==> src/sv/assert_macros.svh <==
// Assertion macros shared by the frustum culling RTL.
`ifndef ASSERT_MACROS_SVH
`define ASSERT_MACROS_SVH
`ifndef SYNTHESIS
// Checked on every rising edge of clk_i, switched off while reset is low.
`define FC_ASSERT(lbl, prop) \
  lbl: assert property (@(posedge clk_i) disable iff (!rst_ni) prop) \
    else $error("frustum cull assertion failed");
// Checked on every rising edge of clk_i, reset included.
`define FC_ASSERT_NR(lbl, prop) \
  lbl: assert property (@(posedge clk_i) prop) \
    else $error("frustum cull assertion failed during reset");
`else
`define FC_ASSERT(lbl, prop)
`define FC_ASSERT_NR(lbl, prop)
`endif
`endif

==> src/sv/fcull_pkg.sv <==
// Package with the constants and types of the frustum culling block.
package fcull_pkg;

  // Plane storage and field layout.
  localparam int NUM_PLANES       = 6;
  localparam int PLANE_W          = 64;
  localparam int FIELD_W          = 16;
  localparam int NORMAL_FRAC_BITS = 14;
  localparam int D_SCALED_W       = FIELD_W + NORMAL_FRAC_BITS;
  localparam int NUM_AXES         = 3;

  // Default coordinate width.
  localparam int COORD_WIDTH_DEF  = 16;

  // Result stream: one pass bit, padded to a byte.
  localparam int OUT_TDATA_W      = 8;
  localparam int IN_TUSER_W       = 2;

  // Configuration register indexes.
  localparam int CFG_INDEX_W      = 3;
  localparam logic [CFG_INDEX_W-1:0] CFG_PLANE_NEAR  = 3'd0;
  localparam logic [CFG_INDEX_W-1:0] CFG_PLANE_FAR   = 3'd1;
  localparam logic [CFG_INDEX_W-1:0] CFG_PLANE_LEFT  = 3'd2;
  localparam logic [CFG_INDEX_W-1:0] CFG_PLANE_RIGHT = 3'd3;
  localparam logic [CFG_INDEX_W-1:0] CFG_PLANE_UP    = 3'd4;
  localparam logic [CFG_INDEX_W-1:0] CFG_PLANE_DOWN  = 3'd5;
  localparam logic [CFG_INDEX_W-1:0] CFG_Z_CHECK     = 3'd6;
  localparam logic [CFG_INDEX_W-1:0] CFG_UNUSED      = 3'd7;

  // Plane slots in the plane array.
  localparam int PLANE_NEAR = 0;
  localparam int PLANE_FAR  = 1;

  // Test requested for a primitive.
  typedef enum logic [1:0] {
    KIND_POINT   = 2'd0,
    KIND_SPH_IN  = 2'd1,
    KIND_SPH_X   = 2'd2,
    KIND_BOX     = 2'd3
  } kind_e;

  // A configuration write request.
  typedef struct packed {
    logic                   wr;
    logic [CFG_INDEX_W-1:0] index;
    logic [PLANE_W-1:0]     data;
  } cfg_wr_t;

endpackage

==> src/sv/fcull_cfg_regs.sv <==
// Configuration register file: six planes and the z check enable.
`include "assert_macros.svh"

module fcull_cfg_regs (
  input  logic                                                    clk_i,
  input  logic                                                    rst_ni,
  input  fcull_pkg::cfg_wr_t                                      cfg_i,
  output logic [fcull_pkg::NUM_PLANES-1:0][fcull_pkg::PLANE_W-1:0] planes_o,
  output logic                                                    z_check_o
);
  import fcull_pkg::*;

  logic [NUM_PLANES-1:0][PLANE_W-1:0] planes_q, planes_d;
  logic                               z_check_q, z_check_d;

  // Decode the write request; indexes past the list are dropped.
  always_comb begin
    planes_d  = planes_q;
    z_check_d = z_check_q;
    if (cfg_i.wr) begin
      case (cfg_i.index)
        CFG_PLANE_NEAR, CFG_PLANE_FAR, CFG_PLANE_LEFT,
        CFG_PLANE_RIGHT, CFG_PLANE_UP, CFG_PLANE_DOWN: begin
          planes_d[cfg_i.index] = cfg_i.data;
        end
        CFG_Z_CHECK: begin
          z_check_d = cfg_i.data[0];
        end
        default: begin
          planes_d  = planes_q;
        end
      endcase
    end
  end

  // Planes clear to zero, z check comes up enabled.
  always_ff @(posedge clk_i or negedge rst_ni) begin
    if (!rst_ni) begin
      planes_q  <= '0;
      z_check_q <= 1'b1;
    end else begin
      planes_q  <= planes_d;
      z_check_q <= z_check_d;
    end
  end

  assign planes_o  = planes_q;
  assign z_check_o = z_check_q;

  `FC_ASSERT(a_z_write, cfg_i.wr && cfg_i.index == CFG_Z_CHECK |=> z_check_q == $past(cfg_i.data[0]))
  `FC_ASSERT(a_plane_write, cfg_i.wr && cfg_i.index < CFG_Z_CHECK |=> planes_q[$past(cfg_i.index)] == $past(cfg_i.data))
  `FC_ASSERT(a_unused_write, cfg_i.wr && cfg_i.index == CFG_UNUSED |=> $stable(planes_q) && $stable(z_check_q))

endmodule

==> config.mk <==
export PLATFORM = sky130hd
export DESIGN_NAME = fcull_cfg_regs
export DESIGN_NICKNAME = d
export VERILOG_FILES = /design/src/sv/fcull_pkg.sv /design/src/sv/fcull_cfg_regs.sv
export VERILOG_INCLUDE_DIRS = /design/src /design/src/sv
export SDC_FILE = /design/constraint.sdc
export NUM_CORES = 1
export LEC_CHECK = 0
export BUFFER_PORTS_ARGS = -buffer_cell sky130_fd_sc_hd__buf_4
export CORE_MARGIN = 2
export CORE_UTILIZATION = 45
export CTS_CLUSTER_SIZE = 14
export DETAILED_ROUTE_END_ITERATION = 16
export GPL_TIMING_DRIVEN = 0
export MAX_ROUTING_LAYER = met4
export PLACE_DENSITY_LB_ADDON = 0.08
export SYNTH_ARGS = -nofsm -noshare
export SYNTH_HDL_FRONTEND = slang
export SYNTH_SLANG_ARGS = --single-unit
==> constraint.sdc <==
create_clock -name clk_i -period 0.8 [get_ports clk_i]
set_input_delay 0.16 -clock clk_i [delete_from_list [all_inputs] [get_ports clk_i]]
set_output_delay 0.16 -clock clk_i [all_outputs]
set_load 0.02 [all_outputs]
# Word level (Yosys, flattened, before mapping)
# Index checks and enable logic that the tools add are counted.
# classes
order_cmp	2
eq_ne	6
mux	3
reduce_logical	5
# op_table
operator	count
384-bit bitwise mux	1
64-bit demux with 3-bit select	1
64-bit two-way mux	1
3-bit equality test, second input constant	3
3-bit by 2-bit equality test with 1-bit output, second input constant	2
6-bit OR reduction	1
3-bit by 4-bit less-than comparator with 1-bit output, second input constant	1
2-bit AND reduction	2
3-bit by 1-bit equality test with 1-bit output, second input constant	1
3-bit by 1-bit >= comparator with 1-bit output, second input constant	1
3-bit logical NOT	1
1-bit logical AND	1
# totals
reg_bits	385
inputBits	70

# Logic depth before layout (Yosys ltp)
# Gate-level depths: netlist of run 1.
# logic_depth
word_depth	5
depth_mapped	4
mapped_depth_nobuf	2

# Worst setup path before layout of run 1
# No wires, ideal clock.
# synth_timing
path_type	input to register
start	in cfg_i[65] (netlist bit)
end	reg planes_q (netlist bit planes_o[0])
setup_ns	0.125
arrival_ns	1.108
required_ns	0.675
slack_ns	-0.433
path_stages	4
path_buffers	2
cell_sequence	nor4b_2 > buf_4 > buf_8 > mux2_2
# synth_between
elab_chain_len	5
elab_cells_between_ends	14
# synth_lines
item	line_no	source
start, declared	fcull_cfg_regs.sv:7	input fcull_pkg::cfg_wr_t cfg_i,
3-bit by 4-bit less-than comparator with 1-bit output (not written as such) or 3-bit by 1-bit >= comparator with 1-bit output (tied branches)	fcull_cfg_regs.sv:24	planes_d[cfg_i.index] = cfg_i.data;
1-bit logical AND (not written as such)	fcull_cfg_regs.sv:24	
64-bit two-way mux (not written as such)	fcull_cfg_regs.sv:24	
64-bit demux with 3-bit select	fcull_cfg_regs.sv:24	
384-bit bitwise mux	fcull_cfg_regs.sv:24	
end signal, assigned	fcull_cfg_regs.sv:42	planes_q <= planes_d;
end, declared	fcull_cfg_regs.sv:13	logic [NUM_PLANES-1:0][PLANE_W-1:0] planes_q, planes_d;
# Several ways; a longest one is shown, not always the timed one.
# A chain may end at the register's enable or synchronous reset.

# Worst setup path in the final report of run 1
# layout_timing
start	reg z_check_q, in the netlist z_check_o
end	out z_check_o
# layout_lines
item	line_no	source
start, declared	fcull_cfg_regs.sv:14	logic z_check_q, z_check_d;
start signal, assigned	fcull_cfg_regs.sv:43	z_check_q <= z_check_d;
end, declared	fcull_cfg_regs.sv:9	output logic z_check_o
# No word-level cell between the ends.

==> flow_summary.yaml, run 1 <==
run_status:
  status: "finished with violations"
  violations: "negative hold slack, negative setup slack"
place:
  dp_hpwl_um: 27400
  gp_congestion: 0.787
  place_ws_ns: -0.829
  placed_area_um2: 19700
  numPortBuffers: 454
finish:
  area_delta_synth_final_pct: 75.1
  multi_input_area_um2: 5530
  fillers: 1761
  diodes: 0
  seqCellArea_um2: 9640
  design_area_um2: 26800
  final_cell_mix: "buf_6, dfrtp_1, mux2_4"
  fin_nets: 1719
  drive_gt1_share_pct: 72.8
  final_common_cell: "buf_6"
routing:
  wl_per_cell_um: 23.6
  wirelength_um: 50300
  routed_via_density: 4.92
  ant_nets: 0
  drt_iter0_markers: 463
  first_pass_iters: 4
  drc: 0
  dr_total_vias: 10500
power_and_ir_drop:
  p_sw_uw: 23200
  clkPwrFrac_pct: 27.4
  p_seq_share_pct: 35.5
  internal_power_uw: 53800
  p_comb_share_pct: 37.1
  p_leak_uw: 0.0130
  switching_share_pct: 30.2
  peakVddDrop_mv: 2.44
  p_per_area_nw_per_um2: 2870
  finalPower_uw: 77000
grt:
  grt_pass1_wl_um: 71100
  grt_max_degree: 116
  grt_pass1_vias: 11200
  grt_usage_pct: 27.3
  antenna_found_initial: 0
  grt_overflow_total: 0
yosys:
  synth.distinct_cells: 12
  synth-seq-cells: 385
  synth-seq-area-share_pct: 62.9
  synth_nets: 889
  syn_area_um2: 15300
  syn_inst: 819
  yosysWarnings: 0
  avgSynthCellArea_um2: 18.7
timing:
  finalHoldViolCount: 120
  achievable-frequency_mhz: 738
  setup_viol: 711
  holdWs_ns: -0.474
  fin_crit_ns: 1.36
  timing.final.crit_share_pct: 169
  relSlewSlack_pct: 59.3
  setup_tns_ns: -210.10
  rsz0062_at_grt: "true"
  drv_slew: 0
  setup_ws_ns: -0.555
  skew_ns: 0
  worst-slew-pin-transition_ns: 0.611
clocking:
  cts_buffers: 43
  clockBufferDepth: 3
  clkTransAtPathRegs_ns: 0.06
  h-tree-depth: 2
  cts-root-buf: "clkbuf_16"
  cts_tree: "yes"
  cts.hold.buffers_added: 67
  insertion_delay_ns: 0.53
  clock_sinks: 385
worst_setup_path:
  path_buf_inv: 1
  critical_path_arrival_ns: 1.20
  crit_family: "flip-flops"
  critPathMaxFanout: 2
  crit_path_start_kind: "flip-flop"
  r2r_cells: 3
  crit_path_max_incr_delay_ns: 0.53
  reg2reg_from: "planes_o[145]$_DFFE_PN0P_"
  critPathSlowestCell: "dfstp_2"
  timing.rr.end: "planes_o[145]$_DFFE_PN0P_"
  cp-end-kind: "output port"
  cp_cell_sequence: "buf_6"
  r2r_slack_ns: -0.22
  crit_type: "reg2out"
  required_ns: 0.64
floorplanning:
  start_util_pct: 45.7
  fp.dieW_um: 188
  dieArea_um2: 35500
  rows: 67
  core_um2: 33500
  ios: 455
  die_y_um: 188
flow_run:
  maxCapViolCount: 0
worst_hold_path:
  hp-class: "in2async"
-- through the flow --
stage                     cells  utilization, %
final                      2129            80.0
after global routing       2129            80.0
after CTS                  2063            76.7
after detailed placement   1724            58.8
after global placement     1721            58.5
after floorplan             819               -
-- layout make-up --
cell class	count	area share (%)
clock inverters	21	0.989
repair buffers	795	33.6
multi-input cells	392	20.6
clock buffers	56	4.65
flip-flops and latches	385	35.9
plain buffers	32	2.16
well taps	448	2.09
-- cell families (layout without fill, tap and decap cells) --
| group | after synthesis | count (layout) | share of synthesized area (%) |
|---|---|---|---|
| buffers and inverters | 42 | 904 | 3.86 |
| DFF | 385 | 385 | 62.9 |
| muxes | 385 | 385 | 32.7 |
| and+or+nand+nor | 7 | 7 | 0.515 |
-- repair_timing --
action	4_1_cts	5_1_grt
setup endpoints to repair	735	705
pin swaps	4	5
setup buffers	167	125
gates cloned	28	12
endpoints found under the hold margin	503	117
resized for setup	458	177
-- cell usage after synthesis --
cell / number / area (um2)
dfrtp_1: 384 / 9610
dfstp_2: 1 / 26.3
mux2_4: 180 / 2700
buf_6: 3 / 33.8
nor4b_2: 1 / 15.0
buf_2: 2 / 10.0
buf_12: 18 / 360
mux2_2: 205 / 2310
buf_8: 6 / 90.1
and4bb_1: 3 / 37.5
buf_4: 13 / 97.6
nand4b_1: 3 / 26.3
-- power groups by stage --
stage / Sequential [uW] / Clock (uW) / Combinational (uW)
3_5_place_dp: 26500 / 0 / 20800
6_report: 27300 / 21100 / 28600
5_1_grt: 27800 / 22300 / 29700
4_1_cts: 27000 / 21400 / 26700
2_1_floorplan: 31600 / 0 / 5750
3_3_place_gp: 26400 / 0 / 20600
-- metal layers --
metal / GRT usage [%] / vias to the layer above / share of wire, %
li1: - / 4573 / -
met1: 33.5 / 5460 / 41
met2: 43.6 / 352 / 49
met3: 7.75 / 84 / 7.2
met4: 9.01 / 0 / 2.9
met5: - / - / 0
-- flip-flops by register name (all words and copies together) (netlist names) --
signal / count
planes_o: 384
z_check_o: 1
-- worst max path at each step --
stage                                      from                        end  slack (ns)  depth (start not counted)
after detailed placement                 rst_ni  planes_o[382]$_DFFE_PN0P_       -0.83                          3
final                     z_check_o$_DFFE_PN1P_                  z_check_o       -0.56                          1
after global placement                   rst_ni  planes_o[379]$_DFFE_PN0P_       -4.30                          1
after global routing      z_check_o$_DFFE_PN1P_                  z_check_o       -0.58                          1
after CTS                 z_check_o$_DFFE_PN1P_                  z_check_o       -0.59                          1
after floorplan                       cfg_i[64]    planes_o[0]$_DFFE_PN0P_       -0.40                          4
No activity file was read; power rests on OpenSTA's default activity.
==> run 2: changes to the inputs <==
BUFFER_PORTS_ARGS = unset   (was -buffer_cell sky130_fd_sc_hd__buf_4)
DONT_BUFFER_PORTS = 1   (was unset)
==> flow_summary.yaml, run 2 (synthesized netlist as in run 1, its figures left out) <==
run_status:
  status: "finished with violations"
  violations: "negative hold slack, negative setup slack"
grt:
  grt_max_degree: 386
  antenna_found_initial: 1
  grt_overflow_total: 0
  grt_usage_pct: 23.1
  grt_pass1_wl_um: 59900
  grt_pass1_vias: 8628
clocking:
  clkTransAtPathRegs_ns: 0.06
  clock_sinks: 385
  cts_tree: "yes"
  insertion_delay_ns: 0.54
  h-tree-depth: 2
  cts-root-buf: "clkbuf_16"
  post_cts_buffers: 0
  cts_buffers: 42
  clockBufferDepth: 3
  cts.hold.buffers_added: 68
routing:
  drc: 0
  routed_via_density: 5.38
  highest_layer: "met4"
  drt_iter0_markers: 319
  met1Wirelength_um: 15100
  wirelength_um: 40000
  route.met3.wl_um: 4250
  ant_nets: 0
  wl_per_cell_um: 28.3
  wl_met2_um: 19500
  dr_total_vias: 7602
  first_pass_iters: 4
worst_setup_path:
  crit_type: "reg2out"
  required_ns: 0.64
  cp-end-kind: "output port"
  critical_path_arrival_ns: 1.15
  crit_path_start_kind: "flip-flop"
  r2r_slack_ns: -0.09
  critPathMaxFanout: 2
timing:
  setup_tns_ns: -159.43
  achievable-frequency_mhz: 763
  fin_crit_ns: 1.31
  timing.final.crit_share_pct: 164
  drv_slew: 0
  relSlewSlack_pct: 60.5
  setup_viol: 770
  rsz0062_at_grt: "true"
  holdWs_ns: -0.684
  worst-slew-pin-transition_ns: 0.593
  finalHoldViolCount: 385
  skew_ns: 0
  setup_ws_ns: -0.510
floorplanning:
  core_um2: 33500
  rows: 67
  dieArea_um2: 35500
  die_y_um: 188
  fp.dieW_um: 188
  start_util_pct: 45.7
  ios: 455
finish:
  largest_register_ffs: 384
  final_cells: 1412
  final_common_cell: "dfrtp_2"
  drive_gt1_share_pct: 91.6
  final_cell_mix: "dfrtp_2, mux2_4, dlygate4sd3_1"
  fin_nets: 1001
  area_delta_synth_final_pct: 26.0
power_and_ir_drop:
  peakVddDrop_mv: 1.70
  p_leak_uw: 0.00850
  p_per_area_nw_per_um2: 3210
place:
  dp_hpwl_um: 26200
  place_inst: 1267
  gp_congestion: 0.806
  numPortBuffers: 0
worst_hold_path:
  hp-class: "in2async"
flow_run:
  maxCapViolCount: 0
run 2: worst paths after layout:
check	end	startpoint	cells past startpoint
worst max-delay path	z_check_o	z_check_o$_DFFE_PN1P_	0
worst min register to register	planes_o[251]$_DFFE_PN0P_	planes_o[251]$_DFFE_PN0P_	1
worst min-delay path	planes_o[29]$_DFFE_PN0P_	rst_ni	0
worst max register to register	planes_o[48]$_DFFE_PN0P_	planes_o[48]$_DFFE_PN0P_	1
max in group asynchronous	planes_o[381]$_DFFE_PN0P_	rst_ni	0
min in group clk_i	planes_o[46]$_DFFE_PN0P_	cfg_i[64]	3
run 2: power by group:
group          switching (uW)  internal [uW]  total [uW]
Combinational            1900           5910        7810
Sequential               9710          24700       34400
Clock                    7640          12100       19700
Total                   19300          42600       61900
run 2: timing repair:
action	in CTS	in global routing
endpoints found under the hold margin	770	385
endpoints found under the setup margin	770	770
cloned	0	0
resized for setup	512	0
run 2: final cells by class:
cell class / count / area, um2
fill: 2496 / 14200
tap: 448 / 561
buffer: 42 / 653
antenna: 1 / 2.50
timing repair buffer: 68 / 681
clock inverter: 9 / 98.8
multi-input combinational: 392 / 5850
sequential: 385 / 10100
clock buffer: 67 / 1340
run 2: stage by stage:
step / setup WS (ns) / total power [uW] / hold slack, ns / cell area, um2 / utilization (%)
after global routing: -0.534 / 64200 / -0.711 / 19300 / 57.5
after detailed placement: -0.539 / 40000 / -0.128 / 16200 / 48.4
after floorplan: -0.397 / 37400 / -0.136 / 15700 / -
after CTS: -0.528 / 62300 / -0.699 / 19300 / 57.5
final: -0.510 / 61900 / -0.684 / 19300 / 57.5
after global placement: -0.534 / 39600 / -0.127 / 16200 / 48.4
run 2: metal layers:
metal  vias to the layer above  GRT usage, %
li1                       3119             -
met4                         0          7.42
met1                      4053          26.4
met5                         -             -
met2                       350          36.6
met3                        80          9.83
